$ cat src/hdl/tqws_pkg.sv
// tqws_pkg: types, event codes and steal preference table for the
// three-queue work-stealing scheduler. no dependencies.
package tqws_pkg;

  localparam int NUM_WORKERS     = 3;
  localparam int QUEUE_DEPTH_DEF = 64;
  localparam int CNT_OUT_W       = 6;
  localparam int LABEL_W         = 16;
  localparam int DUR_W           = 4;
  localparam int JOB_W           = LABEL_W + DUR_W;

  // event codes
  localparam logic [1:0] EV_FINISHED = 2'd0;
  localparam logic [1:0] EV_STOLEN   = 2'd1;
  localparam logic [1:0] EV_STARTED  = 2'd2;
  localparam logic [1:0] EV_NOTHING  = 2'd3;

  // worker code that drops the offered job
  localparam logic [1:0] WORKER_DROP = 2'd3;

  typedef struct packed {
    logic               job_offered;
    logic [LABEL_W-1:0] job_label;
    logic [DUR_W-1:0]   job_duration;
    logic [1:0]         target_worker;
  } in_item_t;

  typedef struct packed {
    logic [1:0]           event_kind;
    logic [1:0]           worker;
    logic [1:0]           victim_worker;
    logic [LABEL_W-1:0]   event_job;
    logic [CNT_OUT_W-1:0] count_w0;
    logic [CNT_OUT_W-1:0] count_w1;
    logic [CNT_OUT_W-1:0] count_w2;
    logic                 last;
  } out_item_t;

  // victim preference: thief 0 -> 2,1; thief 1 -> 0,2; thief 2 -> 1,0
  function automatic logic [1:0] steal_pref(input logic [1:0] thief, input logic pick);
    logic [1:0] v;
    v = 2'd0;
    case (thief)
      2'd0:    v = pick ? 2'd1 : 2'd2;
      2'd1:    v = pick ? 2'd2 : 2'd0;
      2'd2:    v = pick ? 2'd0 : 2'd1;
      default: v = 2'd0;
    endcase
    return v;
  endfunction

endpackage

$ cat src/hdl/three_queue_work_stealing_scheduler_core.sv
// three_queue_work_stealing_scheduler_core: top level of the job scheduler.
// depends on tqws_pkg and tqws_ram.
//
// Each input transfer is one scheduler tick over three worker ring queues held in
// one shared job memory: finish (count down or retire each head job), steal (an
// empty worker takes the tail job of a busier one, skipped while any queue is
// full), then insert of the offered job. A tick yields one to six result
// transfers, the last one flagged by last; a tick with no event yields one
// "nothing" item. The block takes no new item until the tick's last result sits
// in the output register. All memory traffic goes through the one read and one
// write port of the job memory; at most two steals happen in one tick, and a
// stalled output side lengthens the tick. Queue memory powers up undefined and
// needs no clearing; head and tail pointers reset to zero.
module three_queue_work_stealing_scheduler_core #(
  parameter int QUEUE_DEPTH = tqws_pkg::QUEUE_DEPTH_DEF
) (
  input  logic                clk,
  input  logic                rst_n,
  input  logic                in_valid,
  output logic                in_stall,
  input  tqws_pkg::in_item_t  in_data,
  output logic                out_valid,
  input  logic                out_stall,
  output tqws_pkg::out_item_t out_data
);

  import tqws_pkg::*;

  localparam int SW       = $clog2(QUEUE_DEPTH);
  localparam int MEM_D    = NUM_WORKERS * QUEUE_DEPTH;
  localparam int AW       = $clog2(MEM_D);
  localparam logic [SW-1:0] SLOT_MAX = SW'(QUEUE_DEPTH - 1);

  typedef enum logic [3:0] {
    S_IDLE, S_FIN_CHK, S_FIN_ACT, S_STL_CHK, S_STL_ACT, S_INS, S_DONE
  } state_t;

  state_t          st_r, st_nxt;
  logic [1:0]      w_r, w_nxt;
  logic [1:0]      vic_r, vic_nxt;
  in_item_t        in_r;
  logic [SW-1:0]   head_r [NUM_WORKERS];
  logic [SW-1:0]   head_nxt [NUM_WORKERS];
  logic [SW-1:0]   tail_r [NUM_WORKERS];
  logic [SW-1:0]   tail_nxt [NUM_WORKERS];
  logic [SW-1:0]   cnt_r [NUM_WORKERS];
  logic [SW-1:0]   cnt_nxt [NUM_WORKERS];
  out_item_t       pend_r, pend_nxt;
  logic            pend_vld_r, pend_vld_nxt;
  out_item_t       out_r, out_nxt;
  logic            out_valid_r, out_valid_nxt;

  logic            mem_we, mem_re;
  logic [AW-1:0]   mem_waddr, mem_raddr;
  logic [JOB_W-1:0] mem_wdata, mem_rdata;

  logic            out_free, can_post, any_full, post;
  logic [1:0]      ev_kind, ev_worker, ev_victim;
  logic [LABEL_W-1:0] ev_job;
  logic [1:0]      pref0, pref1;

  // slot step with wrap
  function automatic logic [SW-1:0] slot_next(input logic [SW-1:0] s);
    return (s == SLOT_MAX) ? '0 : s + SW'(1);
  endfunction

  function automatic logic [SW-1:0] slot_prev(input logic [SW-1:0] s);
    return (s == '0) ? SLOT_MAX : s - SW'(1);
  endfunction

  // worker base plus slot
  function automatic logic [AW-1:0] mem_addr(input logic [1:0] w, input logic [SW-1:0] s);
    logic [AW-1:0] base;
    base = '0;
    if (w == 2'd1) base = AW'(QUEUE_DEPTH);
    if (w == 2'd2) base = AW'(2 * QUEUE_DEPTH);
    return base + AW'(s);
  endfunction

  tqws_ram #(
    .DEPTH (MEM_D),
    .WIDTH (JOB_W)
  ) u_ram (
    .clk   (clk),
    .we    (mem_we),
    .waddr (mem_waddr),
    .wdata (mem_wdata),
    .re    (mem_re),
    .raddr (mem_raddr),
    .rdata (mem_rdata)
  );

  assign out_free = !out_valid_r || !out_stall;
  assign can_post = !pend_vld_r || out_free;
  assign any_full = (cnt_r[0] == SLOT_MAX) || (cnt_r[1] == SLOT_MAX) ||
                    (cnt_r[2] == SLOT_MAX);
  assign pref0    = steal_pref(w_r, 1'b0);
  assign pref1    = steal_pref(w_r, 1'b1);

  assign in_stall  = (st_r != S_IDLE);
  assign out_valid = out_valid_r;
  assign out_data  = out_r;

  // sequencer
  always_comb begin
    st_nxt        = st_r;
    w_nxt         = w_r;
    vic_nxt       = vic_r;
    head_nxt      = head_r;
    tail_nxt      = tail_r;
    cnt_nxt       = cnt_r;
    pend_nxt      = pend_r;
    pend_vld_nxt  = pend_vld_r;
    out_nxt       = out_r;
    out_valid_nxt = out_valid_r;
    mem_we        = 1'b0;
    mem_waddr     = '0;
    mem_wdata     = '0;
    mem_re        = 1'b0;
    mem_raddr     = '0;
    post          = 1'b0;
    ev_kind       = EV_NOTHING;
    ev_worker     = '0;
    ev_victim     = '0;
    ev_job        = '0;

    // output register drains on transfer
    if (out_valid_r && !out_stall) begin
      out_valid_nxt = 1'b0;
    end

    unique case (st_r)
      S_IDLE: begin
        if (in_valid) begin
          w_nxt  = '0;
          st_nxt = S_FIN_CHK;
        end
      end

      S_FIN_CHK: begin
        if (cnt_r[w_r] != '0) begin
          mem_re    = 1'b1;
          mem_raddr = mem_addr(w_r, slot_next(head_r[w_r]));
          st_nxt    = S_FIN_ACT;
        end else if (w_r == 2'd2) begin
          w_nxt  = '0;
          st_nxt = S_STL_CHK;
        end else begin
          w_nxt = w_r + 2'd1;
        end
      end

      S_FIN_ACT: begin
        if (mem_rdata[DUR_W-1:0] != '0) begin
          // count down the head job in place
          mem_we    = 1'b1;
          mem_waddr = mem_addr(w_r, slot_next(head_r[w_r]));
          mem_wdata = mem_rdata - JOB_W'(1);
          w_nxt     = (w_r == 2'd2) ? 2'd0 : w_r + 2'd1;
          st_nxt    = (w_r == 2'd2) ? S_STL_CHK : S_FIN_CHK;
        end else if (can_post) begin
          // retire the head job
          head_nxt[w_r] = slot_next(head_r[w_r]);
          cnt_nxt[w_r]  = cnt_r[w_r] - SW'(1);
          post          = 1'b1;
          ev_kind       = EV_FINISHED;
          ev_worker     = w_r;
          ev_job        = mem_rdata[JOB_W-1:DUR_W];
          w_nxt         = (w_r == 2'd2) ? 2'd0 : w_r + 2'd1;
          st_nxt        = (w_r == 2'd2) ? S_STL_CHK : S_FIN_CHK;
        end
      end

      S_STL_CHK: begin
        if (!any_full && cnt_r[w_r] == '0 && cnt_r[pref0] > SW'(1)) begin
          vic_nxt   = pref0;
          mem_re    = 1'b1;
          mem_raddr = mem_addr(pref0, tail_r[pref0]);
          st_nxt    = S_STL_ACT;
        end else if (!any_full && cnt_r[w_r] == '0 && cnt_r[pref1] > SW'(1)) begin
          vic_nxt   = pref1;
          mem_re    = 1'b1;
          mem_raddr = mem_addr(pref1, tail_r[pref1]);
          st_nxt    = S_STL_ACT;
        end else if (w_r == 2'd2) begin
          st_nxt = S_INS;
        end else begin
          w_nxt = w_r + 2'd1;
        end
      end

      S_STL_ACT: begin
        if (can_post) begin
          // move victim tail job to thief tail
          mem_we          = 1'b1;
          mem_waddr       = mem_addr(w_r, slot_next(tail_r[w_r]));
          mem_wdata       = mem_rdata;
          tail_nxt[vic_r] = slot_prev(tail_r[vic_r]);
          cnt_nxt[vic_r]  = cnt_r[vic_r] - SW'(1);
          tail_nxt[w_r]   = slot_next(tail_r[w_r]);
          cnt_nxt[w_r]    = cnt_r[w_r] + SW'(1);
          post            = 1'b1;
          ev_kind         = EV_STOLEN;
          ev_worker       = w_r;
          ev_victim       = vic_r;
          ev_job          = mem_rdata[JOB_W-1:DUR_W];
          st_nxt          = (w_r == 2'd2) ? S_INS : S_STL_CHK;
          w_nxt           = (w_r == 2'd2) ? w_r : w_r + 2'd1;
        end
      end

      S_INS: begin
        if (!in_r.job_offered || in_r.target_worker == WORKER_DROP || any_full) begin
          st_nxt = S_DONE;
        end else if (can_post) begin
          mem_we    = 1'b1;
          mem_waddr = mem_addr(in_r.target_worker, slot_next(tail_r[in_r.target_worker]));
          mem_wdata = {in_r.job_label, in_r.job_duration};
          tail_nxt[in_r.target_worker] = slot_next(tail_r[in_r.target_worker]);
          cnt_nxt[in_r.target_worker]  = cnt_r[in_r.target_worker] + SW'(1);
          post      = 1'b1;
          ev_kind   = EV_STARTED;
          ev_worker = in_r.target_worker;
          ev_job    = in_r.job_label;
          st_nxt    = S_DONE;
        end
      end

      S_DONE: begin
        if (out_free) begin
          // final transfer of the tick
          out_valid_nxt = 1'b1;
          if (pend_vld_r) begin
            out_nxt = pend_r;
          end else begin
            out_nxt = '{event_kind: EV_NOTHING, worker: '0, victim_worker: '0,
                        event_job: '0, count_w0: CNT_OUT_W'(cnt_r[0]),
                        count_w1: CNT_OUT_W'(cnt_r[1]),
                        count_w2: CNT_OUT_W'(cnt_r[2]), last: 1'b0};
          end
          out_nxt.last = 1'b1;
          pend_vld_nxt = 1'b0;
          st_nxt       = S_IDLE;
        end
      end

      default: st_nxt = S_IDLE;
    endcase

    // new event: earlier pending one goes out, new one is held
    if (post) begin
      if (pend_vld_r) begin
        out_nxt       = pend_r;
        out_valid_nxt = 1'b1;
      end
      pend_vld_nxt = 1'b1;
      pend_nxt     = '{event_kind: ev_kind, worker: ev_worker, victim_worker: ev_victim,
                       event_job: ev_job, count_w0: CNT_OUT_W'(cnt_nxt[0]),
                       count_w1: CNT_OUT_W'(cnt_nxt[1]),
                       count_w2: CNT_OUT_W'(cnt_nxt[2]), last: 1'b0};
    end
  end

  // state and registered outputs
  always_ff @(posedge clk) begin
    if (!rst_n) begin
      st_r        <= S_IDLE;
      w_r         <= '0;
      vic_r       <= '0;
      head_r      <= '{default: '0};
      tail_r      <= '{default: '0};
      cnt_r       <= '{default: '0};
      pend_vld_r  <= 1'b0;
      out_valid_r <= 1'b0;
    end else begin
      st_r        <= st_nxt;
      w_r         <= w_nxt;
      vic_r       <= vic_nxt;
      head_r      <= head_nxt;
      tail_r      <= tail_nxt;
      cnt_r       <= cnt_nxt;
      pend_vld_r  <= pend_vld_nxt;
      out_valid_r <= out_valid_nxt;
    end
  end

  // payload registers
  always_ff @(posedge clk) begin
    pend_r <= pend_nxt;
    out_r  <= out_nxt;
    if (st_r == S_IDLE && in_valid) begin
      in_r <= in_data;
    end
  end

endmodule

$ cat src/hdl/tqws_ram.sv
// tqws_ram: single-port-write, single-port-read job memory with registered read.
// no dependencies.
module tqws_ram #(
  parameter int DEPTH = 192,
  parameter int WIDTH = 20
) (
  input  logic                     clk,
  input  logic                     we,
  input  logic [$clog2(DEPTH)-1:0] waddr,
  input  logic [WIDTH-1:0]         wdata,
  input  logic                     re,
  input  logic [$clog2(DEPTH)-1:0] raddr,
  output logic [WIDTH-1:0]         rdata
);

  logic [WIDTH-1:0] mem [DEPTH];

  // write port
  always_ff @(posedge clk) begin
    if (we) begin
      mem[waddr] <= wdata;
    end
  end

  // registered read port
  always_ff @(posedge clk) begin
    if (re) begin
      rdata <= mem[raddr];
    end
  end

endmodule
$ cat config.mk
export PLATFORM = sky130hd
export DESIGN_NAME = three_queue_work_stealing_scheduler_core
export DESIGN_NICKNAME = d
export VERILOG_FILES = /design/src/hdl/tqws_pkg.sv /design/src/hdl/three_queue_work_stealing_scheduler_core.sv /design/src/hdl/tqws_ram.sv
export SDC_FILE = /design/constraint.sdc
export NUM_CORES = 2
export LEC_CHECK = 0
export BUFFER_PORTS_ARGS = -buffer_cell sky130_fd_sc_hd__clkbuf_2
export CORE_MARGIN = 3
export CORE_UTILIZATION = 50
export CTS_CLUSTER_DIAMETER = 150
export DETAILED_ROUTE_END_ITERATION = 10
export PLACE_DENSITY_LB_ADDON = 0.3
export SLEW_MARGIN = 30
export SYNTH_ARGS = -nofsm -noshare
export SYNTH_HDL_FRONTEND = slang
export SYNTH_HIERARCHICAL = 1
export SYNTH_SLANG_ARGS = --single-unit
$ cat constraint.sdc
create_clock -name clk -period 23.1 [get_ports clk]
set_input_delay 5.775 -clock clk [delete_from_list [all_inputs] [get_ports clk]]
set_output_delay 5.775 -clock clk [all_outputs]
set_load 0.03 [all_outputs]
After elaboration in Yosys (flattened, before gate mapping) --
Memories as Yosys holds them, arrays and structs flattened. A register that Yosys moved wholly into a read port is not among the register bits. Cells that the tools add are included.
Storage, ports and cells: memory bits (writable) 3840, word-level logic and storage cells 304, memories 1, flip-flop bits (word level) 168
Cells by class: bitwise gates (word level) 6, $lt $le $gt $ge 10, muxes and demuxes 167, eq/ne operators 33, reductions and logical operators 38, $add $sub $neg 16
Memories:
- u_ram.mem | depth 192, width 20, read ports 1, clocked after Yosys merged registers in 1, wr ports 1, line tqws_ram.sv:16 | logic [WIDTH-1:0] mem [DEPTH];
Operator list (number):
- $mux 41 | 5
- $mux 8 | 25
- $mux 6 | 29
- $bwmux 18 | 8
- $mux 18 | 8
- $bmux 6 s2 | 11
- $mux 20 | 4
- $mux 16 | 4
- $pmux 20 s3 | 1
- $pmux 18 s3 | 1
- $add 8x6->8 | 6
- $mux 4 | 12
- $pmux 16 s3 | 1
- $mux 2 | 19
- $demux 6 s2 | 3
- $eq 6x6->1 const B | 6
- $pmux 18 s2 | 1
- $add 6x1->6 const B | 5
- $mux 7 | 4
- $pmux 4 s7 | 1
- $pmux 8 s3 | 1
- $sub 20x1->20 const B | 1
- $mux 1 | 19
- $sub 6x1->6 const B | 3
- other kinds (35) | 92

Longest topological paths before layout --
depth in word-level cells 15, depth in mapped cells 26

By module --
Netlist, hierarchy kept.
By module, submodules not included:
- tqws_ram | cells each 6493, times used 1, area each 148785.2 um^2
- three_queue_work_stealing_scheduler_core | cells each 1209, times used 1, area each 10596.4 um^2

Worst setup path after synthesis --
No wires, ideal clock.
path type input to register, from in out_stall, to mem u_ram.mem[0][1] (data pin), library setup time 1.275 ns, buffers on the path 2, arrival time 11.648 ns, cell stages on the path 5, path slack 10.177 ns, cells stage by stage nand3_1 > nand2_1 > clkbuf_1 > clkbuf_1 > o221ai_1
Between the ends: word-level cells in the longest chain between the ends 6, elaborated cells on any way between the ends 7, classes of those cells mux (4); reduce/logical (3)
Ends and longest elaborated chain:
- start, declared | line three_queue_work_stealing_scheduler_core.sv:23 | input logic out_stall,
- $logic_not 1->1 * | line three_queue_work_stealing_scheduler_core.sv:93 | assign out_free = !out_valid_r || !out_stall;
- $logic_or 1x1->1 * | line three_queue_work_stealing_scheduler_core.sv:93
- $logic_or 1x1->1 * | line three_queue_work_stealing_scheduler_core.sv:94 | assign can_post = !pend_vld_r || out_free;
- $mux 20 | line three_queue_work_stealing_scheduler_core.sv:215 | end else if (can_post) begin
- $mux 20 | line three_queue_work_stealing_scheduler_core.sv:213 | if (!in_r.job_offered || in_r.target_worker == WORKER_DROP || any_full) begin
- $pmux 20 s3 * | line three_queue_work_stealing_scheduler_core.sv:132 | unique case (st_r)
- named net mem_wdata[1] | line three_queue_work_stealing_scheduler_core.sv:55 | logic [JOB_W-1:0] mem_wdata, mem_rdata;
- end, declared | line tqws_ram.sv:16
Mark *: on every way through the listed nets, which the timed path passes. The rest lies on a longest branch.

Worst setup path in the final report --
from in out_stall, to mem u_ram.mem[5][4], enable pin
Between the ends: elaborated cells on any way between the ends 12, classes of those cells mux (9); reduce/logical (3)
RTL lines:
- $logic_not 1->1 * | line three_queue_work_stealing_scheduler_core.sv:93
- $logic_or 1x1->1 * | line three_queue_work_stealing_scheduler_core.sv:93
- $logic_or 1x1->1 * | line three_queue_work_stealing_scheduler_core.sv:94
- $mux 8 | line three_queue_work_stealing_scheduler_core.sv:215
- $mux 8 | line three_queue_work_stealing_scheduler_core.sv:213
- $pmux 8 s3 * | line three_queue_work_stealing_scheduler_core.sv:132
- named net mem_waddr[2] | line three_queue_work_stealing_scheduler_core.sv:54 | logic [AW-1:0] mem_waddr, mem_raddr;
Marked as above.

==> impl_metrics.py <==
metrics = {
    "status": {
        "outcome": "complete, no violations",
    },
    "sta": {
        "max_freq_mhz": 102,
        "skew_ns": 0.0643,
        "slew_viol_final": 0,
        "timing.final.crit_share": 0.425,
        "slew_headroom": 0.176,
        "tns_ns": 0,
        "min_period_ns": 9.83,
        "setup_viol": 0,
        "rsz0062_at_grt": "no",
        "hold_violations": 0,
        "tightest_slew_ns": 1.22,
    },
    "logic_synthesis": {
        "syn-cell-area_sq_um": 159000,
        "synthFlopType": "edfxtp_1",
        "ys_warn_count": 6,
        "synth_common_cells": "edfxtp_1 (3,923), mux4_2 (890), mux2i_1 (368), nor2_1 (321), nand2_1 (232)",
        "synth.ff_latch_count": 4027,
        "postSynthCellCount": 7702,
        "yosysMostFrequentCell": "edfxtp_1",
        "synth_area_leaders": "edfxtp_1 (74%), mux4_2 (13%), mux2i_1 (2.3%)",
        "ys_types": 108,
        "synth_top_area_cell": "edfxtp_1",
        "synth_edf_count": 3923,
        "synth_top_area_frac": 0.739,
        "syn-num-nets": 7745,
        "synth-async-reset-ratio": 0,
        "synth_seq_area_share": 0.752,
        "avgSynthCellArea_sq_um": 20.7,
    },
    "worst_setup_path": {
        "cp.required_ns": 23.61,
        "worstSetupStartpointType": "input port",
        "path_max_fanout": 47,
        "critPathLaunch": "out_stall",
        "path_class": "in2reg",
        "worst_ep_arrival_time_ns": 10.34,
        "r2r-start": "w_r[0]",
        "end_kind": "register",
    },
    "global_routing": {
        "grt_pass1_vias": 80800,
        "antenna_found_initial": 18,
        "grt_pass1_wl_microns": 624000,
        "track_usage": 0.270,
        "grt_max_degree": 162,
        "grt-ovfl-total": 0,
    },
    "detailed_routing": {
        "postRouteAntennaNets": 0,
        "dr.pass1.iters": 7,
        "via_count": 82800,
        "wl_microns": 443000,
        "wl_per_cell_microns": 35.5,
        "vias_per_cell": 6.64,
        "drcViolationCount": 0,
        "drt-initial-drc-count": 12400,
    },
    "pwr": {
        "p_sw_frac": 0.216,
        "p_comb_frac": 0.048,
        "power_frac_seq": 0.534,
        "power.switching_mw": 3.30,
        "cellPowerDensity_nw_per_um2": 85.7,
        "clockPowerShare": 0.417,
        "irDropWorstVdd_mv": 0.0715,
        "p_int_mw": 12.0,
        "p_leak_nw": 52.6,
    },
    "run": {
        "maxCapViolCount": 0,
    },
    "clock_tree": {
        "cts_made_buffers": 394,
        "root_buffer": "clkbuf_16",
        "holdBufCountCts": 0,
        "htree_levels": 5,
        "post_cts_resized": 0,
        "cts.sinks": 4027,
        "clk_pin_slew_ns": 0.06,
        "insertion_delay_ns": 0.92,
        "cts_tree": "built",
        "cts_max_path_buffers": 4,
        "post_cts_buffers": 0,
    },
    "layout": {
        "syn_to_final_growth_pct": 11.9,
        "drive_gt1_frac": 0.252,
        "seq_area_sq_um": 120000,
        "fin_nets": 8013,
        "final_cells": 12500,
        "num-fill-cells": 23000,
        "multiInputGateArea_sq_um": 37700,
    },
    "die": {
        "rows": 206,
        "initial_core_util": 0.504,
        "core-area_sq_um": 316000,
        "num_io_pins": 70,
        "fp.dieW_microns": 571,
        "die_area_sq_um": 326000,
        "die_y_microns": 571,
    },
    "placement": {
        "dp.cells": 11700,
        "port_buffers": 69,
        "post-dp-hpwl_microns": 268000,
        "gp_congestion": 0.971,
    },
    "min_path": {
        "hold_class": "reg2reg",
        "hold_start": "pend_r[39]",
    },
}
-- worst max-delay path: stages --
cell	delay, ns
clkbuf_2	0.11
and3_1	0.35
nor4_2	0.34
buf_4	0.54
nand2_1	0.15
o221ai_2	0.29
nor2b_1	0.76
nand3_2	0.98
nor2_4	0.95
-- registers in the layout (all words and copies together) (netlist names) --
register     cells
pend_vld_r       1
pend_r          40
st_r             3
tail_r          18
vic_r            2
in_r            23
u_ram/rdata     20
out_valid        1
u_ram/mem     3840
out_data        41
head_r          18
w_r              2
cnt_r           18
-- layout by cell type, fill, tap and decap left out, drive strengths merged, types with 18 or more instances in the layout --
cell and n:
edfxtp 3923, mux4 934, clkbuf 553, mux2i 368, nor2 324, buf 263, nand2 232, a21oi 191
clkinv 172, o221ai 133, o22ai 126, nor3 106, dfxtp 104, o21ai 98, a22oi 76, nand3 73
a22o 57, bufinv 43, inv 43, a221o 34, and2 29, nor2b 28, o2bb2ai 27, nor4 25
nand4 21, o211ai 21, a211oi 20, xnor2 18
-- worst paths after layout --
path | to | slack (ns) | depth (start not counted)
max reg2reg | u_ram/rdata[7] | 13.56 | 19
min | out_data[39] | 0.45 | 1
min reg2reg | out_data[39] | 0.45 | 1
max | u_ram/mem[5][4] | 13.27 | 9
-- per-stage QoR --
stage	util	hold slack (ns)	setup slack [ns]	cell area, sq um	power (mW)
after CTS	0.564	0.453	13.43	178000	15.4
after floorplan	-	0.429	10.18	159000	8.79
after detailed placement	0.523	0.444	12.53	165000	9.05
after global placement	0.521	0.443	12.30	165000	9.02
after global routing	0.564	0.462	13.11	178000	15.7
final	0.564	0.449	13.27	178000	15.3
-- power groups by stage --
stage               Combinational (mW)  Clock (mW)  Sequential, mW
floorplan                        0.436           0            8.35
global placement                 0.702           0            8.32
detailed placement               0.731           0            8.32
CTS                              0.732        6.46            8.17
global route                     0.773        6.75            8.16
finish                           0.741        6.38            8.17
-- routing by layer --
metal / part of all wire / GRT usage / up-vias / routed length, microns
met3: 0.11 / 0.0661 / 911 / 50700
met2: 0.46 / 0.412 / 5181 / 204000
li1: - / - / 33000 / -
met5: 0.000050 / 0 / - / 22
met1: 0.38 / 0.378 / 43700 / 166000
met4: 0.049 / 0.109 / 4 / 21900
-- cell families (layout without fill, tap and decap cells) --
logic type / count (synthesis) / in the layout / synth area share
adders and majority gates: 16 / 16 / 0.00126
DFF: 4027 / 4027 / 0.752
xor gates and xnor gates: 24 / 24 / 0.00132
muxes: 1311 / 1311 / 0.157
other: 0 / 13 / 0
buffers and inverters: 497 / 1088 / 0.0208
and+or+nand+nor: 915 / 915 / 0.0268
AOI/OAI and AO/OA: 912 / 912 / 0.0409
-- layout make-up --
cell class,count,share of cell area
Clock inverter,235,0.0139
Tap cell,4160,0.0292
Sequential cell,4027,0.672
Clock buffer,484,0.0576
Inverter,37,0.000905
Timing Repair Buffer,332,0.0144
Antenna cell,13,0.000182
Multi-Input combinational cell,3178,0.211
(Power assumes the default switching activity.)
